<file path="src/hdl/wels_pkg.sv">
// Shared constants, codes and request types for the weighted edge list store.
// Used by every module of the block but wels_ram; depends on nothing else.
`default_nettype none

package wels_pkg;

  // Sizes of the graph and of the fields.
  localparam int unsigned VERTICES         = 128;
  localparam int unsigned EDGES_PER_VERTEX = 16;
  localparam int unsigned VTX_W            = 7;
  localparam int unsigned WEIGHT_W         = 32;
  localparam int unsigned ACTION_W         = 2;
  localparam int unsigned STATUS_W         = 2;

  // Derived widths of the stores.
  localparam int unsigned VIDX_W      = $clog2(VERTICES);
  localparam int unsigned CNT_W       = $clog2(EDGES_PER_VERTEX + 1);
  localparam int unsigned SLOT_TOTAL  = VERTICES * EDGES_PER_VERTEX;
  localparam int unsigned ADDR_W      = $clog2(SLOT_TOTAL);
  localparam int unsigned SLOT_DATA_W = VTX_W + WEIGHT_W;

  // Reset value of the vertex limit register.
  localparam logic [VTX_W-1:0] MAX_VERTEX_RESET = VTX_W'(100);

  // Request codes.
  localparam logic [ACTION_W-1:0] ACT_ADD    = ACTION_W'(0);
  localparam logic [ACTION_W-1:0] ACT_MODIFY = ACTION_W'(1);
  localparam logic [ACTION_W-1:0] ACT_DELETE = ACTION_W'(2);

  // Result codes.
  typedef enum logic [STATUS_W-1:0] {
    STATUS_OK   = 2'd0,
    STATUS_MISS = 2'd1,
    STATUS_FULL = 2'd2
  } status_e;

  // One slot of an edge list.
  typedef struct packed {
    logic [VTX_W-1:0]    dst;
    logic [WEIGHT_W-1:0] wt;
  } slot_t;

  // Access to the slot memory: one write and one read port.
  typedef struct packed {
    logic              we;
    logic [ADDR_W-1:0] waddr;
    slot_t             wdata;
    logic [ADDR_W-1:0] raddr;
  } slot_req_t;

  // Access to the per-vertex count store.
  typedef struct packed {
    logic              we;
    logic [VIDX_W-1:0] waddr;
    logic [CNT_W-1:0]  wdata;
    logic [VIDX_W-1:0] raddr;
  } cnt_req_t;

  // Finished result handed to the output register.
  typedef struct packed {
    logic    valid;
    status_e status;
  } resp_t;

endpackage

`default_nettype wire

</file>
<file path="src/hdl/wels_cnt_store.sv">
// Per-vertex edge count store: a memory with one valid bit per entry.
// Depends on wels_pkg. An entry not written since reset reads as zero.
`default_nettype none

module wels_cnt_store (
  input  wire logic                     clk_i,
  input  wire logic                     rst_ni,
  input  wire wels_pkg::cnt_req_t       req_i,
  output      logic [wels_pkg::CNT_W-1:0] rdata_o
);
  import wels_pkg::*;

  logic [CNT_W-1:0]    mem [VERTICES];
  logic [CNT_W-1:0]    rdata_q;
  logic [VERTICES-1:0] valid_q;
  logic                rd_valid_q;

  // Count memory, read data registered.
  always_ff @(posedge clk_i) begin
    if (req_i.we) begin
      mem[req_i.waddr] <= req_i.wdata;
    end
    rdata_q <= mem[req_i.raddr];
  end

  // Valid bits, cleared at once by reset.
  always_ff @(posedge clk_i or negedge rst_ni) begin
    if (!rst_ni) begin
      valid_q    <= '0;
      rd_valid_q <= 1'b0;
    end else begin
      if (req_i.we) begin
        valid_q[req_i.waddr] <= 1'b1;
      end
      rd_valid_q <= valid_q[req_i.raddr];
    end
  end

  assign rdata_o = rd_valid_q ? rdata_q : '0;

endmodule

`default_nettype wire

</file>
<file path="config.mk">
export PLATFORM = sky130hd
export DESIGN_NAME = wels_cnt_store
export DESIGN_NICKNAME = d
export VERILOG_FILES = /design/src/hdl/wels_pkg.sv /design/src/hdl/wels_cnt_store.sv
export SDC_FILE = /design/constraint.sdc
export NUM_CORES = 1
export LEC_CHECK = 0
export BUFFER_PORTS_ARGS = -buffer_cell sky130_fd_sc_hd__buf_2
export CAP_MARGIN = 20
export CELL_PAD_IN_SITES_DETAIL_PLACEMENT = 1
export CELL_PAD_IN_SITES_GLOBAL_PLACEMENT = 2
export CORE_ASPECT_RATIO = 0.6
export CORE_MARGIN = 3
export CORE_UTILIZATION = 54
export CTS_CLUSTER_DIAMETER = 100
export DETAILED_ROUTE_END_ITERATION = 7
export GPL_TIMING_DRIVEN = 0
export MAX_ROUTING_LAYER = met4
export PLACE_DENSITY_LB_ADDON = 0.08
export SYNTH_ARGS = -nofsm -noshare
export SYNTH_HDL_FRONTEND = slang
export SYNTH_SLANG_ARGS = --single-unit
</file>
<file path="constraint.sdc">
create_clock -name clk_i -period 5.33 [get_ports clk_i]
set_input_delay 0.533 -clock clk_i [delete_from_list [all_inputs] [get_ports clk_i]]
set_output_delay 0.533 -clock clk_i [all_outputs]
set_load 0.03 [all_outputs]
</file>
==> results.md <==
- Hold path cells: 1
- Status: completed
- Synthesized cell area: 30,260 sq um
- Yosys warns: 0
- Setup_tns: 0 ns
- Placeable Area: around 55,000 sq um
- NumNets Final: around 1.6k
- Total grt overflow: 0
- Crit Path Class: input pin to register
- Post-synth top area share: 0.6352
- Drt wl/cell: between 30 and 40 microns
- # setup viols final: 0
- Global-route wire length before repair: 115.5 mm
- Initial antenna violation count: 5
- CP startpoint kind: input pin
- Post-DP HPWL: around 54 mm
- Distinct cells, synth: 21
- Synthesized Nets: 1,445
- Worst slew pin tran: roughly 1.2 ns
- CTS resizes: 0
- Crit-path leading delay family: multiplexers
- Worst IR Drop VDD: 237.4 uV
- Synth-to-layout area growth: 12.07%
- Worst reg-to-reg path cell count: 4
- Largest net degree at the start of global routing: 99
- Starting Density: 0.5527
- H-tree Lvls: 3
- Post-layout min period: approximately 3.6 ns
- Reg clk slew, reported paths: around 0.06 ns
- Die area: 59,000 sq um
- Critical path data required time: just under 6 ns
- Slowest-stage cell, CP: clkbuf_1
- Max Slew Vio Count: 0
- Syn Area/Cell: between 20 and 25 sq um
- Critical Path Max Stage Delay: 0.95 ns
- CTS tree: built
- Clk_lat worst skew: approximately 0.60 ns
- Pwr dens: about 380 nW/um^2
- PortBufs: 19
- GPL Wtd Cong: roughly 0.85
- DRC viols: 0
- GRT Overall Usage: 0.2886
- Highest clock rate: ~280 MHz
- Slew HR: 0.1808
- First-pass DRT Iterations: 5
- DR vias/cell: ~6.4
- Sequential fraction of the synthesis area: 0.7452
- Register bit total from synthesis: 774
- Crit path max fanout: 10
- Cell count along the critical path: 6
- Io pins: 27
- Unrepaired setup endpoints after global routing: false
- Pleak: 11.31 nW
- Dpl ws: 1.173 ns
- Final hold viol count: 0
- Die X: between 300 and 400 microns
- Rows: 66
- Die Height: roughly 190 microns
- Vias in the first global route: ~16k
- CTS sink cnt: ~770
- Number of max-cap violations: 0
- Cells after synthesis: ~1.4k
- CTS Buf Count: slightly above 70
- Final WL: ~79 mm
- Hold Crit Class: input pin to register
- Clock Tree Buf Depth: 3
- # fillers: roughly 4.5k
- Cells along the critical path: clkbuf_1, clkbuf_1, mux4_2, mux4_2, mux4_2, mux2_2
- Fin crit share: 0.6703
- Post-route ant nets: 0
- Share of post-route cells with drive strength above 1: 0.3038
- Synth area leaders: edfxtp_1 (64%), mux4_2 (19%), dfrtp_1 (11%), nor2_1 (1.6%), o21bai_1 (1.6%)
- Yosys top cell by area: edfxtp_1
- Arr. time, crit path: between 4 and 5 ns
- Root Buffer: clkbuf_16
- Buf/Inv on CP: 2
- Clock skew: roughly 0.016 ns
- Reg-to-reg slack, setup: 2.83 ns
- Kind of end point of the critical path: register
- Via count: 14.95k
- DRT iter0 DRCs: approximately 2.0k
- Most used cell, CP: mux4_2
- Final worst-path setup slack: between 1.5 and 2 ns
-- area by class of cell --
type,instances,area [sq um],share of cell area
Clock inverter,24,185.2,0.005461
Sequential cell,774,22550,0.6649
Multi-Input combinational cell,558,7340,0.2164
Inverter,5,18.77,0.0005535
Antenna cell,2,5.005,0.0001476
Clock buffer,108,2101,0.06195
Tap cell,748,935.9,0.02760
Buffer,86,352.8,0.01041
Timing Repair Buffer,35,424.2,0.01251
-- where the power goes --
part,internal (W),switching (W)
sequential,0.00671,0.0000772
clock,0.00284,0.00224
combinational,0.000395,0.000495
-- synthesized netlist by cell type --
cell type	n
and2_1	5
buf_1	13
buf_2	21
buf_4	1
clkbuf_1	51
dfrtp_1	129
dfxtp_1	5
edfxtp_1	640
inv_1	5
mux2_2	6
mux4_2	252
nand2_1	13
nand3_1	9
nand3b_1	4
nand4_1	3
nor2_1	131
nor2b_1	4
o21bai_1	65
or2_2	63
or3_1	1
or3b_2	2
-- timing repair --
item / 4_1_cts / 5_1_grt
endpoints found under the hold margin: 61 / 0
hold buffers: 1 / 0
setup buffers: 0 / 0
-- through the flow --
| stage | area, sq um | power [W] | util | hold slack, ns | cells |
|---|---|---|---|---|---|
| 2_1_floorplan | 30260 | 0.007390 | - | 0.2374 | 1423 |
| 3_3_place_gp | 31290 | 0.007745 | 0.5715 | 0.4455 | 2190 |
| 3_5_place_dp | 31560 | 0.007789 | 0.5765 | 0.4530 | 2202 |
| 4_1_cts | 33860 | 0.01280 | 0.6184 | 0.3543 | 2335 |
| 5_1_grt | 33910 | 0.01314 | 0.6193 | 0.3692 | 2339 |
| 6_report | 33910 | 0.01275 | 0.6193 | 0.3884 | 2340 |
-- state kept, by name, summed over array words and instances, names as in the netlist --
signal      flops
rd_valid_q      1
valid_q       128
mem           640
rdata_q         5
-- cell usage in the layout (no fill, tap or decap), types with 6 or more instances in the layout --
master / instances
buf_1: 13
clkbuf_1: 74
buf_2: 34
buf_16: 6
clkinv_2: 10
buf_4: 6
clkbuf_8: 10
nor2_1: 131
mux4_2: 252
or2_2: 63
mux2_2: 6
nand2_1: 13
nand3_1: 9
clkbuf_16: 75
edfxtp_1: 640
buf_8: 9
dfrtp_1: 129
o21bai_1: 65
-- kinds of logic after synthesis --
logic type	share of synthesized area
AO/OA/AOI/OAI	0.01613
flip-flops	0.7452
AND/OR/NAND/NOR	0.03664
buffers and inverters	0.01228
multiplexers	0.1898
-- routing by layer --
layer | routed length (microns) | vias up | share of wire | GRT usage
met5 | 0 | - | 0 | -
met4 | 1372 | 0 | 0.017 | 0.05913
met2 | 33810 | 641 | 0.43 | 0.3817
met1 | 35680 | 8196 | 0.45 | 0.4393
met3 | 8489 | 94 | 0.11 | 0.09944
li1 | - | 6016 | - | -
-- path summary, 6_finish.rpt --
check / from / endpoint
setup / recovery: req_i[2] / rdata_q[2]
hold / removal: req_i[11] / mem[70][4]
setup reg to reg: mem[69][2] / rdata_q[2]
hold reg to reg: valid_q[105] / valid_q[105]
max in group asynchronous: rst_ni / valid_q[16]
min in group asynchronous: rst_ni / valid_q[43]
(Power assumes the default switching activity.)
