===== config.mk =====
export PLATFORM = sky130hd
export DESIGN_NAME = wels_seq
export DESIGN_NICKNAME = d
export VERILOG_FILES = /design/src/hdl/wels_pkg.sv /design/src/hdl/wels_seq.sv
export SDC_FILE = /design/constraint.sdc
export NUM_CORES = 1
export LEC_CHECK = 0
export BUFFER_PORTS_ARGS = -buffer_cell sky130_fd_sc_hd__clkbuf_2
export CAP_MARGIN = 40
export CORE_MARGIN = 8
export CORE_UTILIZATION = 45
export CTS_CLUSTER_DIAMETER = 60
export DETAILED_ROUTE_END_ITERATION = 16
export GPL_TIMING_DRIVEN = 0
export PLACE_DENSITY = 0.74
export SYNTH_ARGS = -nofsm -noshare
export SYNTH_HDL_FRONTEND = slang
export SYNTH_SLANG_ARGS = --single-unit

===== constraint.sdc =====
create_clock -name clk_i -period 10.4 [get_ports clk_i]
set_clock_uncertainty 0.1 [all_clocks]
set_input_delay 2.08 -clock clk_i [delete_from_list [all_inputs] [get_ports clk_i]]
set_output_delay 2.08 -clock clk_i [all_outputs]
set_load 0.01 [all_outputs]

===== src/hdl/wels_pkg.sv =====
// Shared constants, codes and request types for the weighted edge list store.
// Used by every module of the block but wels_ram; depends on nothing else.
`default_nettype none

package wels_pkg;

  // Sizes of the graph and of the fields.
  localparam int unsigned VERTICES         = 128;
  localparam int unsigned EDGES_PER_VERTEX = 16;
  localparam int unsigned VTX_W            = 7;
  localparam int unsigned WEIGHT_W         = 32;
  localparam int unsigned ACTION_W         = 2;
  localparam int unsigned STATUS_W         = 2;

  // Derived widths of the stores.
  localparam int unsigned VIDX_W      = $clog2(VERTICES);
  localparam int unsigned CNT_W       = $clog2(EDGES_PER_VERTEX + 1);
  localparam int unsigned SLOT_TOTAL  = VERTICES * EDGES_PER_VERTEX;
  localparam int unsigned ADDR_W      = $clog2(SLOT_TOTAL);
  localparam int unsigned SLOT_DATA_W = VTX_W + WEIGHT_W;

  // Reset value of the vertex limit register.
  localparam logic [VTX_W-1:0] MAX_VERTEX_RESET = VTX_W'(100);

  // Request codes.
  localparam logic [ACTION_W-1:0] ACT_ADD    = ACTION_W'(0);
  localparam logic [ACTION_W-1:0] ACT_MODIFY = ACTION_W'(1);
  localparam logic [ACTION_W-1:0] ACT_DELETE = ACTION_W'(2);

  // Result codes.
  typedef enum logic [STATUS_W-1:0] {
    STATUS_OK   = 2'd0,
    STATUS_MISS = 2'd1,
    STATUS_FULL = 2'd2
  } status_e;

  // One slot of an edge list.
  typedef struct packed {
    logic [VTX_W-1:0]    dst;
    logic [WEIGHT_W-1:0] wt;
  } slot_t;

  // Access to the slot memory: one write and one read port.
  typedef struct packed {
    logic              we;
    logic [ADDR_W-1:0] waddr;
    slot_t             wdata;
    logic [ADDR_W-1:0] raddr;
  } slot_req_t;

  // Access to the per-vertex count store.
  typedef struct packed {
    logic              we;
    logic [VIDX_W-1:0] waddr;
    logic [CNT_W-1:0]  wdata;
    logic [VIDX_W-1:0] raddr;
  } cnt_req_t;

  // Finished result handed to the output register.
  typedef struct packed {
    logic    valid;
    status_e status;
  } resp_t;

endpackage

`default_nettype wire


===== src/hdl/wels_seq.sv =====
// Request sequencer: reads the list count, appends an entry on an add, scans the
// list for a match and shifts entries down on a delete. Depends on wels_pkg.
`default_nettype none

module wels_seq (
  input  wire logic                          clk_i,
  input  wire logic                          rst_ni,
  input  wire logic                          in_valid_i,
  output      logic                          in_ready_o,
  input  wire logic [wels_pkg::ACTION_W-1:0] action_i,
  input  wire logic [wels_pkg::VTX_W-1:0]    from_vertex_i,
  input  wire logic [wels_pkg::VTX_W-1:0]    to_vertex_i,
  input  wire logic [wels_pkg::WEIGHT_W-1:0] edge_weight_i,
  input  wire logic [wels_pkg::WEIGHT_W-1:0] replacement_weight_i,
  input  wire logic [wels_pkg::VTX_W-1:0]    max_vertex_i,
  input  wire logic [wels_pkg::CNT_W-1:0]    cnt_rdata_i,
  input  wire wels_pkg::slot_t               slot_rdata_i,
  output      wels_pkg::cnt_req_t            cnt_req_o,
  output      wels_pkg::slot_req_t           slot_req_o,
  input  wire logic                          out_free_i,
  output      wels_pkg::resp_t               resp_o
);
  import wels_pkg::*;

  localparam int unsigned IW = CNT_W + 1;

  localparam logic [2:0] S_IDLE    = 3'd0;
  localparam logic [2:0] S_COUNT   = 3'd1;
  localparam logic [2:0] S_SCAN    = 3'd2;
  localparam logic [2:0] S_SHIFT   = 3'd3;
  localparam logic [2:0] S_FINISH  = 3'd4;
  localparam logic [2:0] S_RESPOND = 3'd5;

  logic [2:0]          state_q, state_d;
  logic [ACTION_W-1:0] act_q, act_d;
  logic [VTX_W-1:0]    src_q, src_d;
  logic [VTX_W-1:0]    dst_q, dst_d;
  logic [WEIGHT_W-1:0] w_q, w_d;
  logic [WEIGHT_W-1:0] nw_q, nw_d;
  logic [ADDR_W-1:0]   base_q, base_d;
  logic [CNT_W-1:0]    n_q, n_d;
  logic [CNT_W-1:0]    idx_q, idx_d;
  status_e             status_q, status_d;

  logic [IW-1:0] idx_p1;
  logic [IW-1:0] idx_p2;
  logic [IW-1:0] n_ext;
  logic          src_ok;
  logic          hit;

  assign idx_p1 = IW'(idx_q) + IW'(1);
  assign idx_p2 = IW'(idx_q) + IW'(2);
  assign n_ext  = IW'(n_q);
  assign src_ok = (32'(src_q) <= 32'(max_vertex_i)) && (32'(src_q) < VERTICES);
  assign hit    = (slot_rdata_i.dst == dst_q) && (slot_rdata_i.wt == w_q);

  assign in_ready_o = (state_q == S_IDLE);

  // Next-state and memory access logic.
  always_comb begin
    state_d  = state_q;
    act_d    = act_q;
    src_d    = src_q;
    dst_d    = dst_q;
    w_d      = w_q;
    nw_d     = nw_q;
    base_d   = base_q;
    n_d      = n_q;
    idx_d    = idx_q;
    status_d = status_q;

    slot_req_o.we    = 1'b0;
    slot_req_o.waddr = ADDR_W'(base_q + ADDR_W'(idx_q));
    slot_req_o.wdata = slot_rdata_i;
    slot_req_o.raddr = ADDR_W'(base_q + ADDR_W'(idx_p1));

    cnt_req_o.we    = 1'b0;
    cnt_req_o.waddr = VIDX_W'(src_q);
    cnt_req_o.wdata = CNT_W'(n_q - CNT_W'(1));
    cnt_req_o.raddr = VIDX_W'(from_vertex_i);

    resp_o.valid  = 1'b0;
    resp_o.status = status_q;

    case (state_q)
      S_IDLE: begin
        if (in_valid_i) begin
          act_d   = action_i;
          src_d   = from_vertex_i;
          dst_d   = to_vertex_i;
          w_d     = edge_weight_i;
          nw_d    = replacement_weight_i;
          base_d  = ADDR_W'(ADDR_W'(from_vertex_i) * ADDR_W'(EDGES_PER_VERTEX));
          state_d = S_COUNT;
        end
      end

      // The list count has arrived; decide what the request needs.
      S_COUNT: begin
        n_d      = cnt_rdata_i;
        status_d = STATUS_MISS;
        state_d  = S_RESPOND;
        if (src_ok) begin
          case (act_q)
            ACT_ADD: begin
              if (32'(dst_q) > 32'(max_vertex_i)) begin
                status_d = STATUS_MISS;
              end else if (32'(cnt_rdata_i) >= EDGES_PER_VERTEX) begin
                status_d = STATUS_FULL;
              end else begin
                slot_req_o.we        = 1'b1;
                slot_req_o.waddr     = ADDR_W'(base_q + ADDR_W'(cnt_rdata_i));
                slot_req_o.wdata.dst = dst_q;
                slot_req_o.wdata.wt  = w_q;
                cnt_req_o.we         = 1'b1;
                cnt_req_o.wdata      = CNT_W'(cnt_rdata_i + CNT_W'(1));
                status_d             = STATUS_OK;
              end
            end
            ACT_MODIFY, ACT_DELETE: begin
              if (cnt_rdata_i != '0) begin
                slot_req_o.raddr = base_q;
                idx_d            = '0;
                state_d          = S_SCAN;
              end
            end
            default: begin
              status_d = STATUS_MISS;
            end
          endcase
        end
      end

      // Slot idx_q is on the read port; the next slot is fetched ahead.
      S_SCAN: begin
        if (hit) begin
          if (act_q == ACT_MODIFY) begin
            slot_req_o.we       = 1'b1;
            slot_req_o.wdata.wt = nw_q;
            status_d            = STATUS_OK;
            state_d             = S_RESPOND;
          end else if (idx_p1 < n_ext) begin
            state_d = S_SHIFT;
          end else begin
            state_d = S_FINISH;
          end
        end else if (idx_p1 >= n_ext) begin
          status_d = STATUS_MISS;
          state_d  = S_RESPOND;
        end else begin
          idx_d = CNT_W'(idx_p1);
        end
      end

      // Slot idx_q+1 is on the read port and moves down to idx_q.
      S_SHIFT: begin
        slot_req_o.we    = 1'b1;
        slot_req_o.raddr = ADDR_W'(base_q + ADDR_W'(idx_p2));
        idx_d            = CNT_W'(idx_p1);
        if (idx_p2 >= n_ext) begin
          state_d = S_FINISH;
        end
      end

      // The delete is complete: one entry fewer.
      S_FINISH: begin
        cnt_req_o.we = 1'b1;
        status_d     = STATUS_OK;
        state_d      = S_RESPOND;
      end

      // Hand the status over once the output register can take it.
      S_RESPOND: begin
        if (out_free_i) begin
          resp_o.valid = 1'b1;
          state_d      = S_IDLE;
        end
      end

      default: begin
        state_d = S_IDLE;
      end
    endcase
  end

  // Control state.
  always_ff @(posedge clk_i or negedge rst_ni) begin
    if (!rst_ni) begin
      state_q <= S_IDLE;
    end else begin
      state_q <= state_d;
    end
  end

  // Request fields and working registers.
  always_ff @(posedge clk_i) begin
    act_q    <= act_d;
    src_q    <= src_d;
    dst_q    <= dst_d;
    w_q      <= w_d;
    nw_q     <= nw_d;
    base_q   <= base_d;
    n_q      <= n_d;
    idx_q    <= idx_d;
    status_q <= status_d;
  end

endmodule

`default_nettype wire


==> results.sh, run 1 <==
export IMPL_outcome="finished, final reports clean"
export IMPL_clock_latency_ps=350
export IMPL_fin_crit_sh_pct=65.8
export IMPL_avgSynthCellArea_sq_um=11.5
export IMPL_crit_start="slot_rdata_i[1]"
export IMPL_drive_gt1_share_pct=36.1
export IMPL_synth_cells=520
export IMPL_min_period_ps=6840
export IMPL_grt_pass1_wl_um=28500
export IMPL_whs_ps=580
export IMPL_post_cts_resized=0
export IMPL_routedWlPerCell_um=19.6
export IMPL_coreArea_sq_mm=0.0131
export IMPL_setup_viol=0
export IMPL_reg2reg_from="idx_q[0]"
export IMPL_synth_ff_type="edfxtp_1"
export IMPL_port_buffer_count=220
export IMPL_start_kind="primary input"
export IMPL_finalPower_mw=1.57
export IMPL_final_core_util_pct=58.2
export IMPL_finalHoldViolCount=0
export IMPL_grt_max_degree=48
export IMPL_worst_hold_path_type="reg -> reg"
export IMPL_synth_warnings=0
export IMPL_clk_path_buf_depth=2
export IMPL_end_kind="output port"
export IMPL_cts_hold_buf=0
export IMPL_seqCellArea_sq_mm=0.00284
export IMPL_dp_hpwl_um=15000
export IMPL_dieArea_sq_mm=0.0172
export IMPL_yosysSeqAreaShare_pct=47.6
export IMPL_p_per_area_mw_per_mm2=206
export IMPL_filler_cell_count=1122
export IMPL_multi_input_area_sq_mm=0.00280
export IMPL_worstMarginPinSlew_ps=858
export IMPL_initial_core_util_pct=45.6
export IMPL_synth_edf_count=92
export IMPL_syn2layout_area_growth_pct=27.6
export IMPL_synth_cell_types=55
export IMPL_fp_dieW_um=131
export IMPL_drtPass1Iterations=5
export IMPL_cp_required_ps=8220
export IMPL_dp_slack_ps=3510
export IMPL_antenna_left=0
export IMPL_slew_viol_final=0
export IMPL_antenna_cells=0
export IMPL_row_count=42
export IMPL_dpl_cell_count=917
export IMPL_h_tree_depth=3
export IMPL_cts_tree="built"
export IMPL_path_clk_slew_ps=60
export IMPL_grt_overflow=0
export IMPL_via_per_inst=5.41
export IMPL_syn_area_sq_mm=0.00596
export IMPL_synth_seq_cells=95
export IMPL_rsz0062_at_grt="no"
export IMPL_fin_ws_ps=3560
export IMPL_max_clock_freq_mhz=146
export IMPL_design_area_sq_mm=0.00761
export IMPL_fin_cells=934
export IMPL_num_io_pins=221
export IMPL_fin_tns_setup_ps=0
export IMPL_synthArstFlopShare_pct=3.16
export IMPL_placed_area_sq_mm=0.00731
export IMPL_max_slew_margin_pct=42.4
export IMPL_synth_top_area_share_pct=46.3
export IMPL_min_delay_start="idx_q[0]"
export IMPL_place_congestion=0.924
export IMPL_drt_iter0_drc=243
export IMPL_route_detailed_drc=0
export IMPL_post_cts_setup_buffers=0
export IMPL_cap_violations=0
export IMPL_antenna_found_initial=0
export IMPL_nets=929
export IMPL_irDropWorstVdd_mv=0.102
export IMPL_grt_use_total_pct=20.6
export IMPL_critPathArrivalTime_ps=4660
export IMPL_root_buffer="clkbuf_16"
export IMPL_synth_top_cell_by_area="edfxtp_1"
export IMPL_syn_nets=696
export IMPL_synth_area_leaders="edfxtp_1 (46%), ha_1 (8.2%), xnor2_1 (6.0%)"
export IMPL_leakagePower_nw=3.43
export IMPL_fp_dieH_um=131
export IMPL_wl_um=18300
export IMPL_cp_max_fo=10
export IMPL_cts_buffers=9
export IMPL_worstSetupPathType="in -> out"
export IMPL_vias=5055
export IMPL_grt_pass1_vias=5411
export IMPL_cts_sinks=95
-- per-layer routing --
layer	vias up	wire [um]	global-route usage (%)
met4	0	366	6.39
li1	2407	-	-
met3	26	1460	6.48
met1	2398	7340	23.3
met5	-	0	0
met2	224	9140	36.3
-- final cells by class --
cell class / count / share of cell area [%]
plain buffers: 30 / 2.75
clock inverters: 6 / 0.888
multi-input cells: 364 / 36.8
inverters: 31 / 1.53
well taps: 176 / 2.89
repair buffers: 222 / 14.8
clock buffers: 10 / 3.01
flip-flops and latches: 95 / 37.3
-- worst paths after layout --
kind	to	slack, ps	cells after the start
min	idx_q[0]	580	1
max in group asynchronous	state_q[0]	8680	1
max	slot_req_o[27]	3560	10
max reg2reg	idx_q[4]	7050	11
min in group asynchronous	state_q[1]	1420	1
min reg2reg	idx_q[0]	580	1
-- registers in the layout (all words and copies together) (netlist names) --
name	flops
base_q	7
state_q	3
nw_q	32
status_q	2
dst_q	7
idx_q	5
n_q	5
w_q	32
act_q	2
-- cell usage after synthesis (2+ instances only) --
master and n:
a21o_1 35, a21oi_1 23, a22o_1 32, a22oi_1 2, a31oi_1 2, and2_1 4
and3_1 2, buf_2 2, buf_4 11, buf_6 7, clkbuf_1 10, dfrtp_1 3
edfxtp_1 92, fa_1 2, ha_1 39, inv_1 31, mux2_2 11, mux2i_1 2
nand2_1 21, nand2b_1 6, nand3_1 16, nand3b_1 2, nand4_1 11, nor2_1 22
nor2b_1 8, nor3_1 7, nor4_1 5, o21a_1 5, o21ai_0 18, o22a_1 2
o22ai_1 4, o31a_1 2, o31ai_1 2, xnor2_1 41, xor2_1 18
-- logic make-up after synthesis --
| group | Yosys count | synth area share (%) |
|---|---|---|
| compound gates | 140 | 17.0 |
| xor+xnor | 59 | 8.67 |
| fa+ha+maj | 41 | 8.86 |
| buf+inv | 61 | 5.46 |
| flops | 95 | 47.6 |
| mux | 13 | 2.41 |
| simple gates | 111 | 10.0 |
-- cells in the final DEF, fill, tap and decap left out, drive strengths merged, types with 3 or more instances in the layout --
master,n
nor3,7
a22o,32
xor2,18
nand2,21
nand4,12
a21oi,24
nand3,16
nand2b,6
mux2,11
a21o,35
o21a,5
o22ai,4
edfxtp,92
nor2b,8
nor4,6
nor2,22
dfrtp,3
o21ai,18
and2,4
buf,22
inv,33
clkbuf,240
ha,39
xnor2,41
-- report_power, final --
group	internal, mW	total [mW]	switching, mW	leakage, nW
clock network	0.188	0.334	0.146	0.141
registers	0.521	0.577	0.0559	0.883
logic	0.266	0.655	0.389	2.41
-- critical path, stage by stage --
cell	delay, ps
clkbuf_2	110
xnor2_1	250
nand4_1	120
nor4_1	480
nand4_2	330
nor4_4	580
a21oi_4	140
buf_6	200
a21o_1	210
clkbuf_2	140
(Power assumes the default switching activity.)
==> run 2, diff against run 1 <==
Settings changed: ABC_AREA from default to 1, PLACE_DENSITY 0.74 to 0.71.
Clock period 10.4 ns to 6.49 ns, I/O delays scaled along.
==> results.sh, run 2 <==
export IMPL_cpPeakStageDelay_ps=340
export IMPL_path_clk_slew_ps=70
export IMPL_cap_violations=0
export IMPL_fin_ws_ps=1630
export IMPL_post_cts_setup_buffers=0
export IMPL_place_congestion=0.894
export IMPL_irDropWorstVdd_mv=0.196
export IMPL_yosysMostFrequentCell="nand2_1"
export IMPL_cp_common_cell="nand2_1"
export IMPL_path_cells="clkbuf_2 -> inv_1 -> ha_1 -> a21oi_1 -> o21ai_0 -> nand2_1 -> nand2_1 -> nand2_1 -> nand2_1 -> nor2_1 -> inv_1 -> nand2_1 -> o21ai_0 -> o21ai_0 -> clkbuf_2"
export IMPL_min_period_ps=4860
export IMPL_dpl_cell_count=1441
export IMPL_placed_area_sq_mm=0.00875
export IMPL_mostFrequentLayoutCells="nand2_1 (358), clkbuf_2 (221), inv_1 (130)"
export IMPL_leakagePower_nw=4.63
export IMPL_final_core_util_pct=57.0
export IMPL_fp_dieW_um=143
export IMPL_route_detailed_drc=0
export IMPL_outcome="finished, final reports clean"
export IMPL_synth_top_area_share_pct=37.8
export IMPL_synth_warnings=0
export IMPL_crit_buf_inv=4
export IMPL_worstSetupPathType="in -> out"
export IMPL_cp_required_ps=5090
export IMPL_min_to="state_q[1]"
export IMPL_max_clock_freq_mhz=206
export IMPL_nets=1412
export IMPL_start_kind="primary input"
export IMPL_fin_tns_setup_ps=0
export IMPL_synth_top_cell_by_area="edfxtp_1"
export IMPL_coreArea_sq_mm=0.0159
export IMPL_root_buffer="clkbuf_16"
export IMPL_dieArea_sq_mm=0.0206
export IMPL_regToRegSetupSlack_ps=3230
export IMPL_min_delay_start="state_q[1]"
export IMPL_yosysSeqAreaShare_pct=38.8
export IMPL_reg_top3="nw_q x32, w_q x32"
export IMPL_port_buffer_count=220
export IMPL_filler_cell_count=1495
export IMPL_end_kind="output port"
export IMPL_drt_iter0_drc=473
export IMPL_syn_nets=1178
export IMPL_worstMarginPinSlew_ps=872
export IMPL_cts_sinks=95
export IMPL_slew_viol_final=0
export IMPL_syn_area_sq_mm=0.00731
export IMPL_initial_core_util_pct=46.0
export IMPL_synth_area_leaders="edfxtp_1 (38%), nand2_1 (18%), ha_1 (6.7%)"
export IMPL_reg2reg_from="idx_q[0]"
export IMPL_synthArstFlopShare_pct=3.16
export IMPL_worst_hold_path_type="reg -> reg"
export IMPL_antenna_left=0
export IMPL_h_tree_depth=3
export IMPL_routedWlPerCell_um=16.1
export IMPL_avgSynthCellArea_sq_um=7.30
export IMPL_drive_gt1_share_pct=22.9
export IMPL_grt_pass1_vias=7321
export IMPL_fin_cells=1456
export IMPL_post_cts_resized=0
export IMPL_antenna_found_initial=0
export IMPL_grt_overflow=0
export IMPL_synth_commonest_cells="nand2_1 (358), inv_1 (130), edfxtp_1 (92)"
export IMPL_cts_hold_buf=0
export IMPL_design_area_sq_mm=0.00905
export IMPL_dp_hpwl_um=19000
export IMPL_synth_cell_types=40
export IMPL_worstHoldPathCells=2
export IMPL_crit_family="simple AND/OR/NAND/NOR gates"
export IMPL_r2r_cells=12
export IMPL_drtPass1Iterations=6
export IMPL_cp_slowest_cell="nor2_1"
export IMPL_num_io_pins=221
export IMPL_synth_cells=1002
export IMPL_syn2layout_area_growth_pct=23.7
export IMPL_setup_viol=0
export IMPL_grt_use_total_pct=22.8
export IMPL_rr_endpoint="idx_q[4]"
export IMPL_wl_um=23500
export IMPL_finalHoldViolCount=0
export IMPL_dp_slack_ps=1650
export IMPL_vias=7384
export IMPL_via_per_inst=5.07
export IMPL_clock_latency_ps=350
export IMPL_max_slew_margin_pct=41.9
export IMPL_grt_max_degree=29
export IMPL_clk_path_buf_depth=2
export IMPL_cp_max_fo=6
export IMPL_rsz0062_at_grt="no"
export IMPL_grt_pass1_wl_um=36600
export IMPL_synth_edf_count=92
export IMPL_cts_tree="built"
export IMPL_fin_crit_sh_pct=74.9
export IMPL_synth_ff_type="edfxtp_1"
export IMPL_antenna_cells=0
export IMPL_fp_dieH_um=143
export IMPL_row_count=46
export IMPL_layout_commonest_cell="nand2_1"
export IMPL_cts_buffers=9
export IMPL_p_per_area_mw_per_mm2=354
export IMPL_critPathArrivalTime_ps=3460
export IMPL_synth_seq_cells=95
## run 2: cell types whose count changed after synthesis, sizes merged, moves of 19 or more
cell,delta
nand2,+339
inv,+102
nor2,+69
nand3,+45
o21ai,+38
a21o,-33
a22o,-32
a21oi,+19
## run 2: metrics by stage
stage	power [mW]	hold WS, ps
after floorplan	2.02	409
after global placement	2.63	444
after detailed placement	2.66	460
after CTS	3.21	478
after global routing	3.45	533
final	3.20	483
## run 2: tightest hold or removal path, delay by kind of cell (launching register included)
family | cells | cell delay (ps)
and+or+nand+nor | 2 | 140
DFF | 1 | 410
## run 2: area by class of cell
| type | instances | area, sq um | area share (%) |
|---|---|---|---|
| inverters | 133 | 499 | 5.52 |
| plain buffers | 38 | 236 | 2.61 |
| repair buffers | 223 | 1160 | 12.8 |
| flip-flops and latches | 95 | 2840 | 31.4 |
| well taps | 216 | 270 | 2.99 |
| clock inverters | 6 | 71.3 | 0.788 |
| multi-input cells | 736 | 3750 | 41.4 |
| clock buffers | 9 | 225 | 2.49 |
## run 2: worst max path at each step
stage	cells past startpoint	from	slack [ps]	end
2_1_floorplan	2	in_valid_i	1210	act_q[0]
3_3_place_gp	3	in_valid_i	-620	w_q[12]
3_5_place_dp	15	max_vertex_i[2]	1650	slot_req_o[9]
4_1_cts	15	max_vertex_i[2]	1630	slot_req_o[9]
5_1_grt	15	max_vertex_i[2]	1420	slot_req_o[9]
6_report	15	max_vertex_i[2]	1630	slot_req_o[9]
## run 2: report_power, final
group          internal (mW)  leakage (nW)  switching [mW]
sequential             0.871         0.889           0.113
clock                  0.300         0.138           0.244
combinational          0.595          3.60            1.08
## run 2: cell families (layout without fill, tap and decap cells)
family,Yosys count,after routing,share of synthesized area (%)
fa+ha+maj,41,41,7.22
mux,7,7,0.958
buf+inv,171,409,10.1
flops,95,95,38.8
compound gates,116,116,8.64
simple gates,532,532,29.5
xor+xnor,40,40,4.79
## run 2: routing by layer
layer / GRT usage (%) / vias up / part of all wire (%) / routed length, um
met5: 0 / - / 0 / 0
met4: 8.52 / 0 / 3.0 / 694
met3: 5.04 / 45 / 8.0 / 1880
met2: 39.0 / 304 / 48 / 11300
met1: 27.5 / 3353 / 41 / 9660
li1: - / 3682 / - / -
